### src/rtl/core/numeric_char_reference_decoder_macros.svh
// Assertion macros shared by the decoder RTL.
`ifndef NUMERIC_CHAR_REFERENCE_DECODER_MACROS_SVH
`define NUMERIC_CHAR_REFERENCE_DECODER_MACROS_SVH

`ifndef ASSERT_OFF

// Checked on every rising clock edge outside reset.
`define NCR_ASSERT(lbl, prop, msg) \
    lbl: assert property (@(posedge clk) disable iff (!rst_n) prop) else $error(msg);

// Checked on every rising clock edge, reset included.
`define NCR_ASSERT_ALWAYS(lbl, prop, msg) \
    lbl: assert property (@(posedge clk) prop) else $error(msg);

`else

`define NCR_ASSERT(lbl, prop, msg)
`define NCR_ASSERT_ALWAYS(lbl, prop, msg)

`endif

`endif

### src/rtl/core/ncr_pkg.sv
package ncr_pkg;

    // One result item as it leaves the block.
    typedef struct packed {
        logic        has_char;
        logic [20:0] code_point;
        logic        from_reference;
        logic        out_of_range;
        logic        last_out;
    } ncr_item_t;

    // Results produced by one accepted byte: count, then up to two items in order.
    typedef struct packed {
        logic [1:0] count;
        ncr_item_t  first;
        ncr_item_t  second;
    } ncr_push_t;

    localparam logic [1:0] PUSH_NONE = 2'd0;
    localparam logic [1:0] PUSH_ONE  = 2'd1;
    localparam logic [1:0] PUSH_TWO  = 2'd2;

    localparam logic [7:0] CH_AMP   = 8'h26;
    localparam logic [7:0] CH_HASH  = 8'h23;
    localparam logic [7:0] CH_SEMI  = 8'h3B;
    localparam logic [7:0] CH_PLUS  = 8'h2B;
    localparam logic [7:0] CH_MINUS = 8'h2D;
    localparam logic [7:0] CH_ZERO  = 8'h30;
    localparam logic [7:0] CH_NINE  = 8'h39;
    localparam logic [7:0] CH_SPACE = 8'h20;
    localparam logic [7:0] CH_TAB   = 8'h09;
    localparam logic [7:0] CH_CR    = 8'h0D;

    localparam logic [20:0] CP_MAX  = 21'h10FFFF;
    localparam logic [21:0] ACC_SAT = 22'h110000;

    localparam int QDEPTH = 4;
    localparam int QPTR_W = 2;
    localparam int QCNT_W = 3;

endpackage

### src/rtl/core/ncr_in_if.sv
interface ncr_in_if;
    logic       valid;
    logic       ready;
    logic [7:0] byte_in;
    logic       end_of_text;

    modport source (output valid, output byte_in, output end_of_text, input ready);
    modport sink   (input valid, input byte_in, input end_of_text, output ready);
endinterface

### src/rtl/core/ncr_out_if.sv
interface ncr_out_if;
    logic        valid;
    logic        ready;
    logic        has_char;
    logic [20:0] code_point;
    logic        from_reference;
    logic        out_of_range;
    logic        last_out;

    modport source (
        output valid, output has_char, output code_point, output from_reference,
        output out_of_range, output last_out, input ready
    );
    modport sink (
        input valid, input has_char, input code_point, input from_reference,
        input out_of_range, input last_out, output ready
    );
endinterface

### src/rtl/core/ncr_queue.sv
`include "numeric_char_reference_decoder_macros.svh"

module ncr_queue (
    input  logic              clk,
    input  logic              rst_n,
    input  ncr_pkg::ncr_push_t push,
    output logic              room,
    ncr_out_if.source         chars
);
    import ncr_pkg::*;

    ncr_item_t           slot_reg [QDEPTH];
    logic [QPTR_W-1:0]   wr_ptr_reg;
    logic [QPTR_W-1:0]   wr_ptr_next;
    logic [QPTR_W-1:0]   wr_ptr_inc;
    logic [QPTR_W-1:0]   rd_ptr_reg;
    logic [QPTR_W-1:0]   rd_ptr_next;
    logic [QCNT_W-1:0]   count_reg;
    logic [QCNT_W-1:0]   count_next;
    logic                pop;
    ncr_item_t           head;

    assign wr_ptr_inc = wr_ptr_reg + QPTR_W'(1);
    assign pop        = chars.valid && chars.ready;
    assign room       = count_reg <= QCNT_W'(QDEPTH - 2);

    always_comb
    begin
        wr_ptr_next = wr_ptr_reg + QPTR_W'(push.count);
        rd_ptr_next = pop ? rd_ptr_reg + QPTR_W'(1) : rd_ptr_reg;
        count_next  = count_reg + QCNT_W'(push.count) - QCNT_W'(pop);
    end

    always_ff @(posedge clk or negedge rst_n)
    begin
        if (!rst_n)
        begin
            wr_ptr_reg <= '0;
            rd_ptr_reg <= '0;
            count_reg  <= '0;
        end
        else
        begin
            wr_ptr_reg <= wr_ptr_next;
            rd_ptr_reg <= rd_ptr_next;
            count_reg  <= count_next;
        end
    end

    // Each slot takes the first item at the write pointer, the second one past it.
    always_ff @(posedge clk)
    begin
        for (int i = 0; i < QDEPTH; i++)
        begin
            if (push.count != PUSH_NONE && QPTR_W'(i) == wr_ptr_reg)
            begin
                slot_reg[i] <= push.first;
            end
            else if (push.count == PUSH_TWO && QPTR_W'(i) == wr_ptr_inc)
            begin
                slot_reg[i] <= push.second;
            end
        end
    end

    assign head                 = slot_reg[rd_ptr_reg];
    assign chars.valid          = count_reg != '0;
    assign chars.has_char       = head.has_char;
    assign chars.code_point     = head.code_point;
    assign chars.from_reference = head.from_reference;
    assign chars.out_of_range   = head.out_of_range;
    assign chars.last_out       = head.last_out;

    `NCR_ASSERT_ALWAYS(a_count_bound, count_reg <= QCNT_W'(QDEPTH), "result queue overfilled")
    `NCR_ASSERT(a_two_needs_room, push.count == PUSH_TWO |-> room, "double push without room")
    `NCR_ASSERT(a_push_code, push.count <= PUSH_TWO, "more than two results from one byte")
    `NCR_ASSERT(a_ptr_gap, count_reg == '0 |-> wr_ptr_reg == rd_ptr_reg,
        "empty queue with pointers apart")

endmodule

### src/rtl/core/numeric_char_reference_decoder.sv
// Decimal numeric character reference decoder. Bytes enter on text, one per
// transaction, and code points leave on chars. A byte is decoded in the cycle it
// is accepted, and its zero, one or two results go into a four-entry result
// queue; the first result can be taken on the next cycle. text accepts a byte
// every cycle while the queue has two free entries. chars delivers one result
// per cycle while chars is ready and the queue is not empty. Only a byte after
// a held '&' that is not '#' gives two results, and the held '&' gave none, so
// with chars always ready the queue never runs short of room and text takes one
// byte every cycle; only a stalled chars holds text off. A reference "&#...;"
// gives one result with from_reference set; an unterminated reference at end of
// text is replaced by a bare end marker (has_char low, last_out high).
`include "numeric_char_reference_decoder_macros.svh"

module numeric_char_reference_decoder (
    input  logic      clk,
    input  logic      rst_n,
    ncr_in_if.sink    text,
    ncr_out_if.source chars
);
    import ncr_pkg::*;

    localparam logic [1:0] MODE_NORMAL = 2'd0;
    localparam logic [1:0] MODE_AMP    = 2'd1;
    localparam logic [1:0] MODE_REF    = 2'd2;

    localparam logic [1:0] PH_SPACE  = 2'd0;
    localparam logic [1:0] PH_DIGITS = 2'd1;
    localparam logic [1:0] PH_DONE   = 2'd2;

    logic [1:0]  mode_reg, mode_next;
    logic [1:0]  phase_reg, phase_next;
    logic        neg_reg, neg_next;
    logic [21:0] acc_reg, acc_next;

    logic        room;
    logic        accept;
    logic [7:0]  b;
    logic        last;
    logic        is_digit;
    logic        is_space;
    logic [24:0] acc_mac;
    logic [21:0] acc_step;
    ncr_item_t   end_item;
    ncr_item_t   amp_item;
    ncr_item_t   byte_item;
    ncr_item_t   ref_item;
    ncr_item_t   emit;
    logic        do_emit;
    logic        handled;
    logic [1:0]  mode_eff;
    ncr_push_t   step;
    ncr_push_t   push;

    assign b           = text.byte_in;
    assign last        = text.end_of_text;
    assign text.ready  = room;
    assign accept      = text.valid && text.ready;

    assign is_digit = b >= CH_ZERO && b <= CH_NINE;
    assign is_space = b == CH_SPACE || (b >= CH_TAB && b <= CH_CR);

    // Times ten as two shifts, plus the digit; saturate at the clamp threshold.
    assign acc_mac  = {acc_reg, 3'b000} + {2'b00, acc_reg, 1'b0} + 25'(b[3:0]);
    assign acc_step = (acc_reg >= ACC_SAT) ? acc_reg
                    : (acc_mac > 25'(ACC_SAT)) ? ACC_SAT : acc_mac[21:0];

    always_comb
    begin
        end_item = '{has_char: 1'b0, code_point: '0, from_reference: 1'b0,
                     out_of_range: 1'b0, last_out: 1'b1};
        amp_item = '{has_char: 1'b1, code_point: 21'(CH_AMP), from_reference: 1'b0,
                     out_of_range: 1'b0, last_out: 1'b0};
        byte_item = '{has_char: 1'b1, code_point: 21'(b), from_reference: 1'b0,
                      out_of_range: 1'b0, last_out: last};
        ref_item = '{has_char: 1'b1, code_point: acc_reg[20:0], from_reference: 1'b1,
                     out_of_range: 1'b0, last_out: last};
        if (neg_reg && acc_reg != '0)
        begin
            ref_item.code_point   = '0;
            ref_item.out_of_range = 1'b1;
        end
        else if (acc_reg > 22'(CP_MAX))
        begin
            ref_item.code_point   = CP_MAX;
            ref_item.out_of_range = 1'b1;
        end
    end

    always_comb
    begin
        mode_next  = mode_reg;
        phase_next = phase_reg;
        neg_next   = neg_reg;
        acc_next   = acc_reg;
        step       = '0;
        emit       = end_item;
        do_emit    = 1'b0;
        handled    = 1'b0;
        mode_eff   = mode_reg;

        if (mode_reg == MODE_AMP)
        begin
            if (b == CH_HASH)
            begin
                mode_next  = MODE_REF;
                phase_next = PH_SPACE;
                neg_next   = 1'b0;
                acc_next   = '0;
                do_emit    = last;
                handled    = 1'b1;
            end
            else
            begin
                // Release the held '&', then treat this byte as plain text.
                step.first = amp_item;
                step.count = PUSH_ONE;
                mode_eff   = MODE_NORMAL;
                mode_next  = MODE_NORMAL;
            end
        end

        if (!handled)
        begin
            if (mode_eff == MODE_REF)
            begin
                if (b == CH_SEMI)
                begin
                    emit       = ref_item;
                    do_emit    = 1'b1;
                    mode_next  = MODE_NORMAL;
                    phase_next = PH_SPACE;
                    neg_next   = 1'b0;
                    acc_next   = '0;
                end
                else
                begin
                    case (phase_reg)
                        PH_SPACE:
                        begin
                            if (is_space)
                            begin
                                phase_next = PH_SPACE;
                            end
                            else if (b == CH_PLUS || b == CH_MINUS)
                            begin
                                neg_next   = b == CH_MINUS;
                                phase_next = PH_DIGITS;
                            end
                            else if (!is_digit)
                            begin
                                phase_next = PH_DONE;
                            end
                            else
                            begin
                                phase_next = PH_DIGITS;
                                acc_next   = acc_step;
                            end
                        end
                        PH_DIGITS:
                        begin
                            if (!is_digit)
                            begin
                                phase_next = PH_DONE;
                            end
                            else
                            begin
                                acc_next = acc_step;
                            end
                        end
                        default:
                        begin
                            phase_next = phase_reg;
                        end
                    endcase
                    // Drop the open reference at end of text.
                    do_emit = last;
                end
            end
            else if (b == CH_AMP && !last)
            begin
                mode_next = MODE_AMP;
            end
            else
            begin
                emit    = byte_item;
                do_emit = 1'b1;
            end
        end

        if (do_emit)
        begin
            if (step.count == PUSH_NONE)
            begin
                step.first = emit;
                step.count = PUSH_ONE;
            end
            else
            begin
                step.second = emit;
                step.count  = PUSH_TWO;
            end
        end

        if (last)
        begin
            mode_next  = MODE_NORMAL;
            phase_next = PH_SPACE;
            neg_next   = 1'b0;
            acc_next   = '0;
        end
    end

    always_comb
    begin
        push = step;
        if (!accept)
        begin
            push.count = PUSH_NONE;
        end
    end

    always_ff @(posedge clk or negedge rst_n)
    begin
        if (!rst_n)
        begin
            mode_reg  <= MODE_NORMAL;
            phase_reg <= PH_SPACE;
            neg_reg   <= 1'b0;
            acc_reg   <= '0;
        end
        else if (accept)
        begin
            mode_reg  <= mode_next;
            phase_reg <= phase_next;
            neg_reg   <= neg_next;
            acc_reg   <= acc_next;
        end
    end

    ncr_queue u_queue (
        .clk   (clk),
        .rst_n (rst_n),
        .push  (push),
        .room  (room),
        .chars (chars)
    );

    `NCR_ASSERT_ALWAYS(a_acc_sat, acc_reg <= ACC_SAT, "accumulator above saturation")
    `NCR_ASSERT(a_end_clears, accept && last |=>
        mode_reg == MODE_NORMAL && phase_reg == PH_SPACE && !neg_reg && acc_reg == '0,
        "state not cleared after end of text")
    `NCR_ASSERT(a_number_idle, mode_reg != MODE_REF |->
        acc_reg == '0 && !neg_reg && phase_reg == PH_SPACE,
        "number state left over outside a reference")

endmodule

### src/flat_wrapper.sv
// flat-port wrapper written by rule: the top's interface ports become plain ports
module numeric_char_reference_decoder_flat import ncr_pkg::*;
  (clk, rst_n, text_valid, text_byte_in, text_end_of_text, text_ready, chars_valid, chars_has_char, chars_code_point, chars_from_reference, chars_out_of_range, chars_last_out, chars_ready);
  ncr_in_if text_i ();
  ncr_out_if chars_i ();
  input  logic clk;
  input  logic rst_n;
  input wire logic [$bits(text_i.valid)-1:0] text_valid;
  input wire logic [$bits(text_i.byte_in)-1:0] text_byte_in;
  input wire logic [$bits(text_i.end_of_text)-1:0] text_end_of_text;
  output wire logic [$bits(text_i.ready)-1:0] text_ready;
  output wire logic [$bits(chars_i.valid)-1:0] chars_valid;
  output wire logic [$bits(chars_i.has_char)-1:0] chars_has_char;
  output wire logic [$bits(chars_i.code_point)-1:0] chars_code_point;
  output wire logic [$bits(chars_i.from_reference)-1:0] chars_from_reference;
  output wire logic [$bits(chars_i.out_of_range)-1:0] chars_out_of_range;
  output wire logic [$bits(chars_i.last_out)-1:0] chars_last_out;
  input wire logic [$bits(chars_i.ready)-1:0] chars_ready;
  assign text_i.valid = text_valid;
  assign text_i.byte_in = text_byte_in;
  assign text_i.end_of_text = text_end_of_text;
  assign text_ready = text_i.ready;
  assign chars_valid = chars_i.valid;
  assign chars_has_char = chars_i.has_char;
  assign chars_code_point = chars_i.code_point;
  assign chars_from_reference = chars_i.from_reference;
  assign chars_out_of_range = chars_i.out_of_range;
  assign chars_last_out = chars_i.last_out;
  assign chars_i.ready = chars_ready;
  numeric_char_reference_decoder u_core (.clk(clk), .rst_n(rst_n), .text(text_i), .chars(chars_i));
endmodule
### config.mk
export PLATFORM = sky130hd
export DESIGN_NAME = numeric_char_reference_decoder_flat
export DESIGN_NICKNAME = d
export VERILOG_FILES = /design/src/rtl/core/ncr_pkg.sv /design/src/rtl/core/ncr_in_if.sv /design/src/rtl/core/ncr_out_if.sv /design/src/rtl/core/ncr_queue.sv /design/src/rtl/core/numeric_char_reference_decoder.sv /design/src/flat_wrapper.sv
export VERILOG_INCLUDE_DIRS = /design/src /design/src/rtl/core
export SDC_FILE = /design/constraint.sdc
export NUM_CORES = 1
export LEC_CHECK = 0
export ABC_AREA = 1
export BUFFER_PORTS_ARGS = -buffer_cell sky130_fd_sc_hd__buf_2
export CAP_MARGIN = 20
export CORE_MARGIN = 2
export CORE_UTILIZATION = 50
export DETAILED_ROUTE_END_ITERATION = 8
export PLACE_DENSITY = 0.67
export SLEW_MARGIN = 20
export SYNTH_ARGS = -nofsm -noshare
export SYNTH_HDL_FRONTEND = slang
export SYNTH_SLANG_ARGS = --single-unit
### constraint.sdc
create_clock -name clk -period 6.75 [get_ports clk]
set_clock_uncertainty 0.1 [all_clocks]
set_input_delay 0.3375 -clock clk [delete_from_list [all_inputs] [get_ports clk]]
set_output_delay 0.3375 -clock clk [all_outputs]
set_load 0.005 [all_outputs]
==> metrics.yaml, run 1 <==
cts:
  ctsHoldBuffers: 1
  clk_latency_ns: 0.42
  clockBufferDepth: 2
  cts_htree_levels: 4
  cts_root_buf: "clkbuf_16"
  tritoncts.num_buffers: 17
  cts.sinks: 134
  postCtsSetupRepairBufs: 0
  path_clk_slew_ns: 0.07
  cts_resized: 0
  cts_tree: "done"
final_layout:
  final_common_cell: "nand2_1"
  area.growth.synth_to_final_pct: 10.5
  fin_area_mm2: 0.0108
  drive_above_1_share: 0.102
  diodes: 0
  largest_reg_flops: 100
  most-common-layout-cells: "nand2_1 (412), nor2_1 (194), o21ai_0 (142), inv_1 (132), edfxtp_1 (100)"
  fin_nets: 1448
  final_util: 0.560
floorplan:
  start_util: 0.507
  dieHeight_um: 144
  rows: 51
  dieArea_mm2: 0.0207
  chipWidth_um: 144
  core_mm2: 0.0193
  boundaryPins: 40
yosys:
  netlist.area_leader.share: 0.306
  ys_warn_count: 0
  synth_edf_count: 100
  ys_seq_area_frac: 0.393
  ys_types: 48
  synthArstFlopShare: 0.254
  synth_area_leaders: "edfxtp_1 (31%), nand2_1 (16%), dfrtp_1 (8.7%), o21ai_0 (7.5%), nor2_1 (7.4%)"
  syn_area_per_cell_um2: 7.18
  synth_seq_cells: 134
  syn_area_mm2: 0.00980
  syn_inst: 1365
  yosysTopAreaCell: "edfxtp_1"
  synth-main-ff-cell: "edfxtp_1"
  synth_nets: 1429
placement:
  hpwl_mm: 18.9
  gp_congestion: 0.929
  dpl_cell_area_mm2: 0.0102
  port_buffers: 39
power_and_ir_drop:
  p_switching_uw: 1680
  power.density_mw_per_mm2: 360
  power_uw: 3900
  power.share.switching: 0.431
  seqPwrFrac: 0.309
  combPwrFrac: 0.445
  pwr-share-clk: 0.246
  ir_drop_mv: 0.168
  leakage_uw: 0.00537
  p_int_uw: 2220
global_routing:
  antenna_found_initial: 0
  grt_max_degree: 59
  grt_pass1_vias: 8534
  met1_usage: 0.366
  grt_usage: 0.266
  grt_overflow: 0
  use_met2: 0.442
  grt_most_used_layer: "met2"
  grt_pass1_wl_mm: 43.4
  met3_usage: 0.0417
detailed_routing:
  drtIter0Drc: 787
  dr.pass1.iters: 5
  vias_per_cell: 5.44
  remaining_drc_errors: 0
  wl_mm: 26.6
  antenna_left: 0
  vias: 9045
  routedWlPerCell_um: 16.0
sta:
  worstMarginPinSlew_ns: 1.03
  fin_tns_setup_ns: 0
  slew_viol_final: 0
  fin_crit_ns: 4.11
  max_freq_ghz: 0.244
  finalCritPeriodShare: 0.608
  relSlewSlack: 0.308
  holdWs_ns: 0.236
  finalSetupViolCount: 0
  hold_violations: 0
  rsz0062_at_grt: "no"
critical_path:
  critPathSlowestCell: "nor2_4"
  slowest_delay_ns: 0.62
  crit_path_frequent_cell: "nand2_1"
  crit_chain: "inv_1 > fa_1 > fa_1 > inv_1 > nand3_1 > nand2_1 > nand2_1 > nand2_1 > nand3_1 > nand3_1 > xor2_1 > nand2_1 > nor2_4 > nand3_2 > nand3_1 > nand2_1 > nand2_1 > nand2_1 > nand2_1 > nand2_1 > nand2_1"
  crit_fanout: 21
  cp-start-kind: "flip-flop"
  cp-end-kind: "flip-flop"
  path_class: "reg -> reg"
  cp.arrival_ns: 4.37
  cp.required_ns: 7.01
worst_hold_path:
  min_path_type: "in -> reg"
outcome:
  status: "completed"
job:
  max_cap_violations: 0
==> metal layers <==
| metal | share of wire | vias up |
|---|---|---|
| met5 | 0 | - |
| met4 | 0.014 | 0 |
| met3 | 0.059 | 30 |
| met2 | 0.47 | 276 |
| met1 | 0.45 | 4170 |
| li1 | - | 4569 |
==> synthesized netlist by cell type (4+ instances only) <==
cell / count
xor2_1: 5
dfrtp_1: 34
nor3_1: 7
nand2_2: 6
buf_2: 8
nor2_2: 6
ha_1: 48
a21oi_1: 34
xnor2_1: 4
buf_6: 4
o22ai_1: 30
o221ai_1: 8
clkbuf_1: 40
inv_1: 132
nand4_1: 10
edfxtp_1: 100
nand3b_1: 4
o21ai_0: 146
a21o_1: 4
nor2_1: 194
nand3_2: 23
nand2_1: 413
nor4_1: 5
inv_2: 8
clkinv_1: 4
nand3_1: 57
==> final timing paths <==
path | from | depth (start not counted) | to | slack (ns)
worst min register to register | u_core.u_queue.count_reg[2] | 1 | u_core.u_queue.count_reg[2] | 0.41
worst min-delay path | text_end_of_text | 4 | u_core.mode_reg[1] | 0.24
worst max register to register | u_core.acc_reg[2] | 21 | u_core.acc_reg[17] | 2.64
min in group asynchronous | rst_n | 2 | u_core.u_queue.rd_ptr_reg[1] | 0.47
max in group asynchronous | rst_n | 2 | u_core.acc_reg[19] | 5.54
worst max-delay path | u_core.acc_reg[2] | 21 | u_core.acc_reg[17] | 2.64
==> power by group through the flow <==
stage / Clock [µW] / Sequential (µW) / Combinational, µW
after floorplan: 0 / 1150 / 1300
after global placement: 0 / 1210 / 1700
after detailed placement: 0 / 1220 / 1730
after CTS: 970 / 1200 / 1730
after global routing: 998 / 1220 / 1970
final: 959 / 1200 / 1730
==> metrics by stage <==
stage                     std cells  setup WS [ns]
after floorplan                1365           2.66
after global placement         1629           2.57
after detailed placement       1629           2.41
after CTS                      1662           2.55
after global routing           1662           2.25
final                          1662           2.64
==> worst max-delay path, delay by kind of cell (launching register included) <==
family | cells | cell delay, ns
AND/OR/NAND/NOR | 16 | 2.05
adder cells (fa/ha/maj) | 2 | 0.99
flip-flops | 1 | 0.53
buffers and inverters | 2 | 0.22
XOR/XNOR | 1 | 0.15
==> kinds of logic after synthesis <==
kind of cell,share of synthesized area
AO/OA/AOI/OAI,0.136
XOR/XNOR,0.00970
adder cells (fa/ha/maj),0.0674
AND/OR/NAND/NOR,0.314
flip-flops,0.393
buffers and inverters,0.0795
==> final cells by class <==
cell class,instances,area (µm²)
multi-input combinational,1034,5200
clock buffer,17,425
clock inverter,15,183
tap,265,332
inverter,144,541
timing repair buffer,53,303
sequential,134,3850
fill,1931,8500
Power figures use the tool's default switching activity.
==> run 2: changes to the inputs <==
==> constraint.sdc (replaced) <==
create_clock -name clk -period 4.27 [get_ports clk]
set_clock_uncertainty 0.1 [all_clocks]
set_input_delay 0.2135 -clock clk [delete_from_list [all_inputs] [get_ports clk]]
set_output_delay 0.2135 -clock clk [all_outputs]
set_load 0.005 [all_outputs]
==> run 2 against run 1 <==
  * Worst setup slack got worse by 2.2 ns
  * Fmax is 7.4% higher
  * Via count increased by 1.3%
  * Flip-flop and latch count unchanged
  * Global-route usage down 0.41 points
  * First-iteration DRC count increased by 0.25%
  * Clock power up 62%
  * Critical path type unchanged
==> metrics.yaml, run 2 (synthesis results as in run 1) <==
placement:
  dpl_cell_area_mm2: 0.0103  # +0.59%
  hpwl_mm: 18.0  # -4.7%
  port_buffers: 39  # unchanged
  gp_congestion: 0.919  # -1.1%
critical_path:
  rr_endpoint: "u_core.acc_reg[17]"
  reg2reg_depth: 24  # +14%
  r2r_slack_ns: 0.45  # -2.20 ns
  cp-end-kind: "flip-flop"
  cp.required_ns: 4.53  # -2.48 ns
  cp-startpoint: "u_core.acc_reg[0]"
  path_class: "reg -> reg"
  crit_fanout: 20  # -4.8%
  crit_path_end: "u_core.acc_reg[17]"
  cp-start-kind: "flip-flop"
  cp.arrival_ns: 4.08  # -0.29 ns
  r2r_start: "u_core.acc_reg[0]"
cts:
  clockBufferDepth: 2  # unchanged
  tritoncts.num_buffers: 17  # unchanged
  cts.sinks: 134  # unchanged
  cts_resized: 0  # unchanged
  cts_root_buf: "clkbuf_16"
  postCtsSetupRepairBufs: 0  # unchanged
  clk_latency_ns: 0.43  # about the same
  ctsHoldBuffers: 1  # unchanged
  cts_tree: "done"
  cts_htree_levels: 4  # unchanged
  path_clk_slew_ns: 0.06  # about the same
sta:
  hold_violations: 0  # unchanged
  worstMarginPinSlew_ns: 0.857  # -0.178 ns
  rsz0062_at_grt: "no"
  finalSetupViolCount: 0  # unchanged
  fin_crit_ns: 3.82  # -0.283 ns
  finalCritPeriodShare: 0.895  # +0.287
  slew_viol_final: 0  # unchanged
  relSlewSlack: 0.427  # +0.119
  max_freq_ghz: 0.262  # +7.4%
  fin_tns_setup_ns: 0  # unchanged
detailed_routing:
  drtIter0Drc: 789  # +0.25%
  vias: 9162  # +1.3%
  routedWlPerCell_um: 15.6  # -2.3%
  remaining_drc_errors: 0  # unchanged
  dr.pass1.iters: 6  # +1
  antenna_left: 0  # unchanged
  wl_mm: 26.1  # -1.9%
  vias_per_cell: 5.49  # +0.81%
global_routing:
  antenna_found_initial: 0  # unchanged
  grt_pass1_wl_mm: 42.4  # -2.2%
  grt_pass1_vias: 8465  # -0.81%
  grt_max_degree: 53  # -10%
  grt_usage: 0.262  # -0.00410
  grt_overflow: 0  # unchanged
final_layout:
  final_common_cell: "nand2_1"
  drive_above_1_share: 0.106  # +0.00369
  largest_reg_flops: 100  # unchanged
  multi_input_comb_area_mm2: 0.00519  # -0.14%
  diodes: 0  # unchanged
  fin_nets: 1456  # +0.55%
  fin_area_mm2: 0.0109  # +0.64%
  nFillCells: 1855  # -3.9%
  area.growth.synth_to_final_pct: 11.2
  regArea_mm2: 0.00385  # unchanged
  most-common-layout-cells: "nand2_1 (412), nor2_1 (194), o21ai_0 (142), inv_1 (132), edfxtp_1 (100)"
floorplan:
  start_util: 0.507  # unchanged
  rows: 51  # unchanged
  boundaryPins: 40  # unchanged
  dieArea_mm2: 0.0207  # unchanged
  dieHeight_um: 144  # unchanged
  core_mm2: 0.0193  # unchanged
  chipWidth_um: 144  # unchanged
job:
  max_cap_violations: 0  # unchanged
power_and_ir_drop:
  power_uw: 6230  # +60%
  ir_drop_mv: 0.237  # +41%
  power.density_mw_per_mm2: 572  # +59%
  leakage_uw: 0.00542  # +0.92%
worst_hold_path:
  hold_depth: 4  # unchanged
  min_path_type: "in -> reg"
outcome:
  status: "completed"
run 2: how the worst min path moves through the flow:
| stage | startpoint | endpoint | slack, ns |
|---|---|---|---|
| 2_1_floorplan | rst_n | u_core.acc_reg[0] | -0.18 |
| 3_3_place_gp | rst_n | u_core.u_queue.rd_ptr_reg[1] | 0.27 |
| 3_5_place_dp | rst_n | u_core.u_queue.rd_ptr_reg[1] | 0.27 |
| 4_1_cts | text_end_of_text | u_core.mode_reg[1] | 0.08 |
| 5_1_grt | text_end_of_text | u_core.mode_reg[1] | 0.08 |
| 6_report | text_end_of_text | u_core.mode_reg[1] | 0.08 |
run 2: cell type report:
type                       count  share of cell area
multi-input combinational   1034               0.476
clock buffer                  17              0.0390
tap                          265              0.0304
inverter                     144              0.0496
sequential                   134               0.353
clock inverter                15              0.0182
timing repair buffer          61              0.0333
run 2: per-stage QoR:
step           hold slack [ns]  setup slack (ns)  utilization  instances
5_1_grt                 0.0828            0.0208        0.564       1670
6_report                0.0797             0.447        0.564       1670
4_1_cts                 0.0760             0.453        0.564       1670
3_3_place_gp             0.268             0.613        0.531       1637
2_1_floorplan           -0.182             0.274            -       1365
3_5_place_dp             0.269             0.487        0.531       1637
run 2: metal layers:
| layer | global-route usage | share of wire | vias up |
|---|---|---|---|
| met5 | 0 | 0 | - |
| met4 | 0.0805 | 0.020 | 0 |
| met3 | 0.0417 | 0.060 | 49 |
| met2 | 0.448 | 0.47 | 299 |
| met1 | 0.342 | 0.45 | 4240 |
| li1 | - | - | 4574 |
run 2: critical path, cell delays in order (launching register included):
cell	delay, ns
dfrtp_1	0.46
inv_1	0.10
fa_1	0.52
fa_1	0.47
inv_1	0.11
nand3_1	0.09
nand2_1	0.12
nand3_1	0.10
nand3_1	0.12
nand2_1	0.08
nand2_1	0.06
nand2_1	0.04
nand2_1	0.08
nand2_1	0.05
nor2_1	0.10
nand2_1	0.08
nand2_2	0.45
nand3_2	0.17
nand3_1	0.12
nand2_1	0.07
nand2_1	0.06
nand2_1	0.05
nand2_1	0.05
nand2_1	0.04
nand2_1	0.05
run 2: report_power, final:
part / switching, µW / leakage (µW) / internal, µW
logic: 1860 / 0.00373 / 963
registers: 171 / 0.00139 / 1690
clock network: 573 / 0.000308 / 981
total: 2610 / 0.00542 / 3630
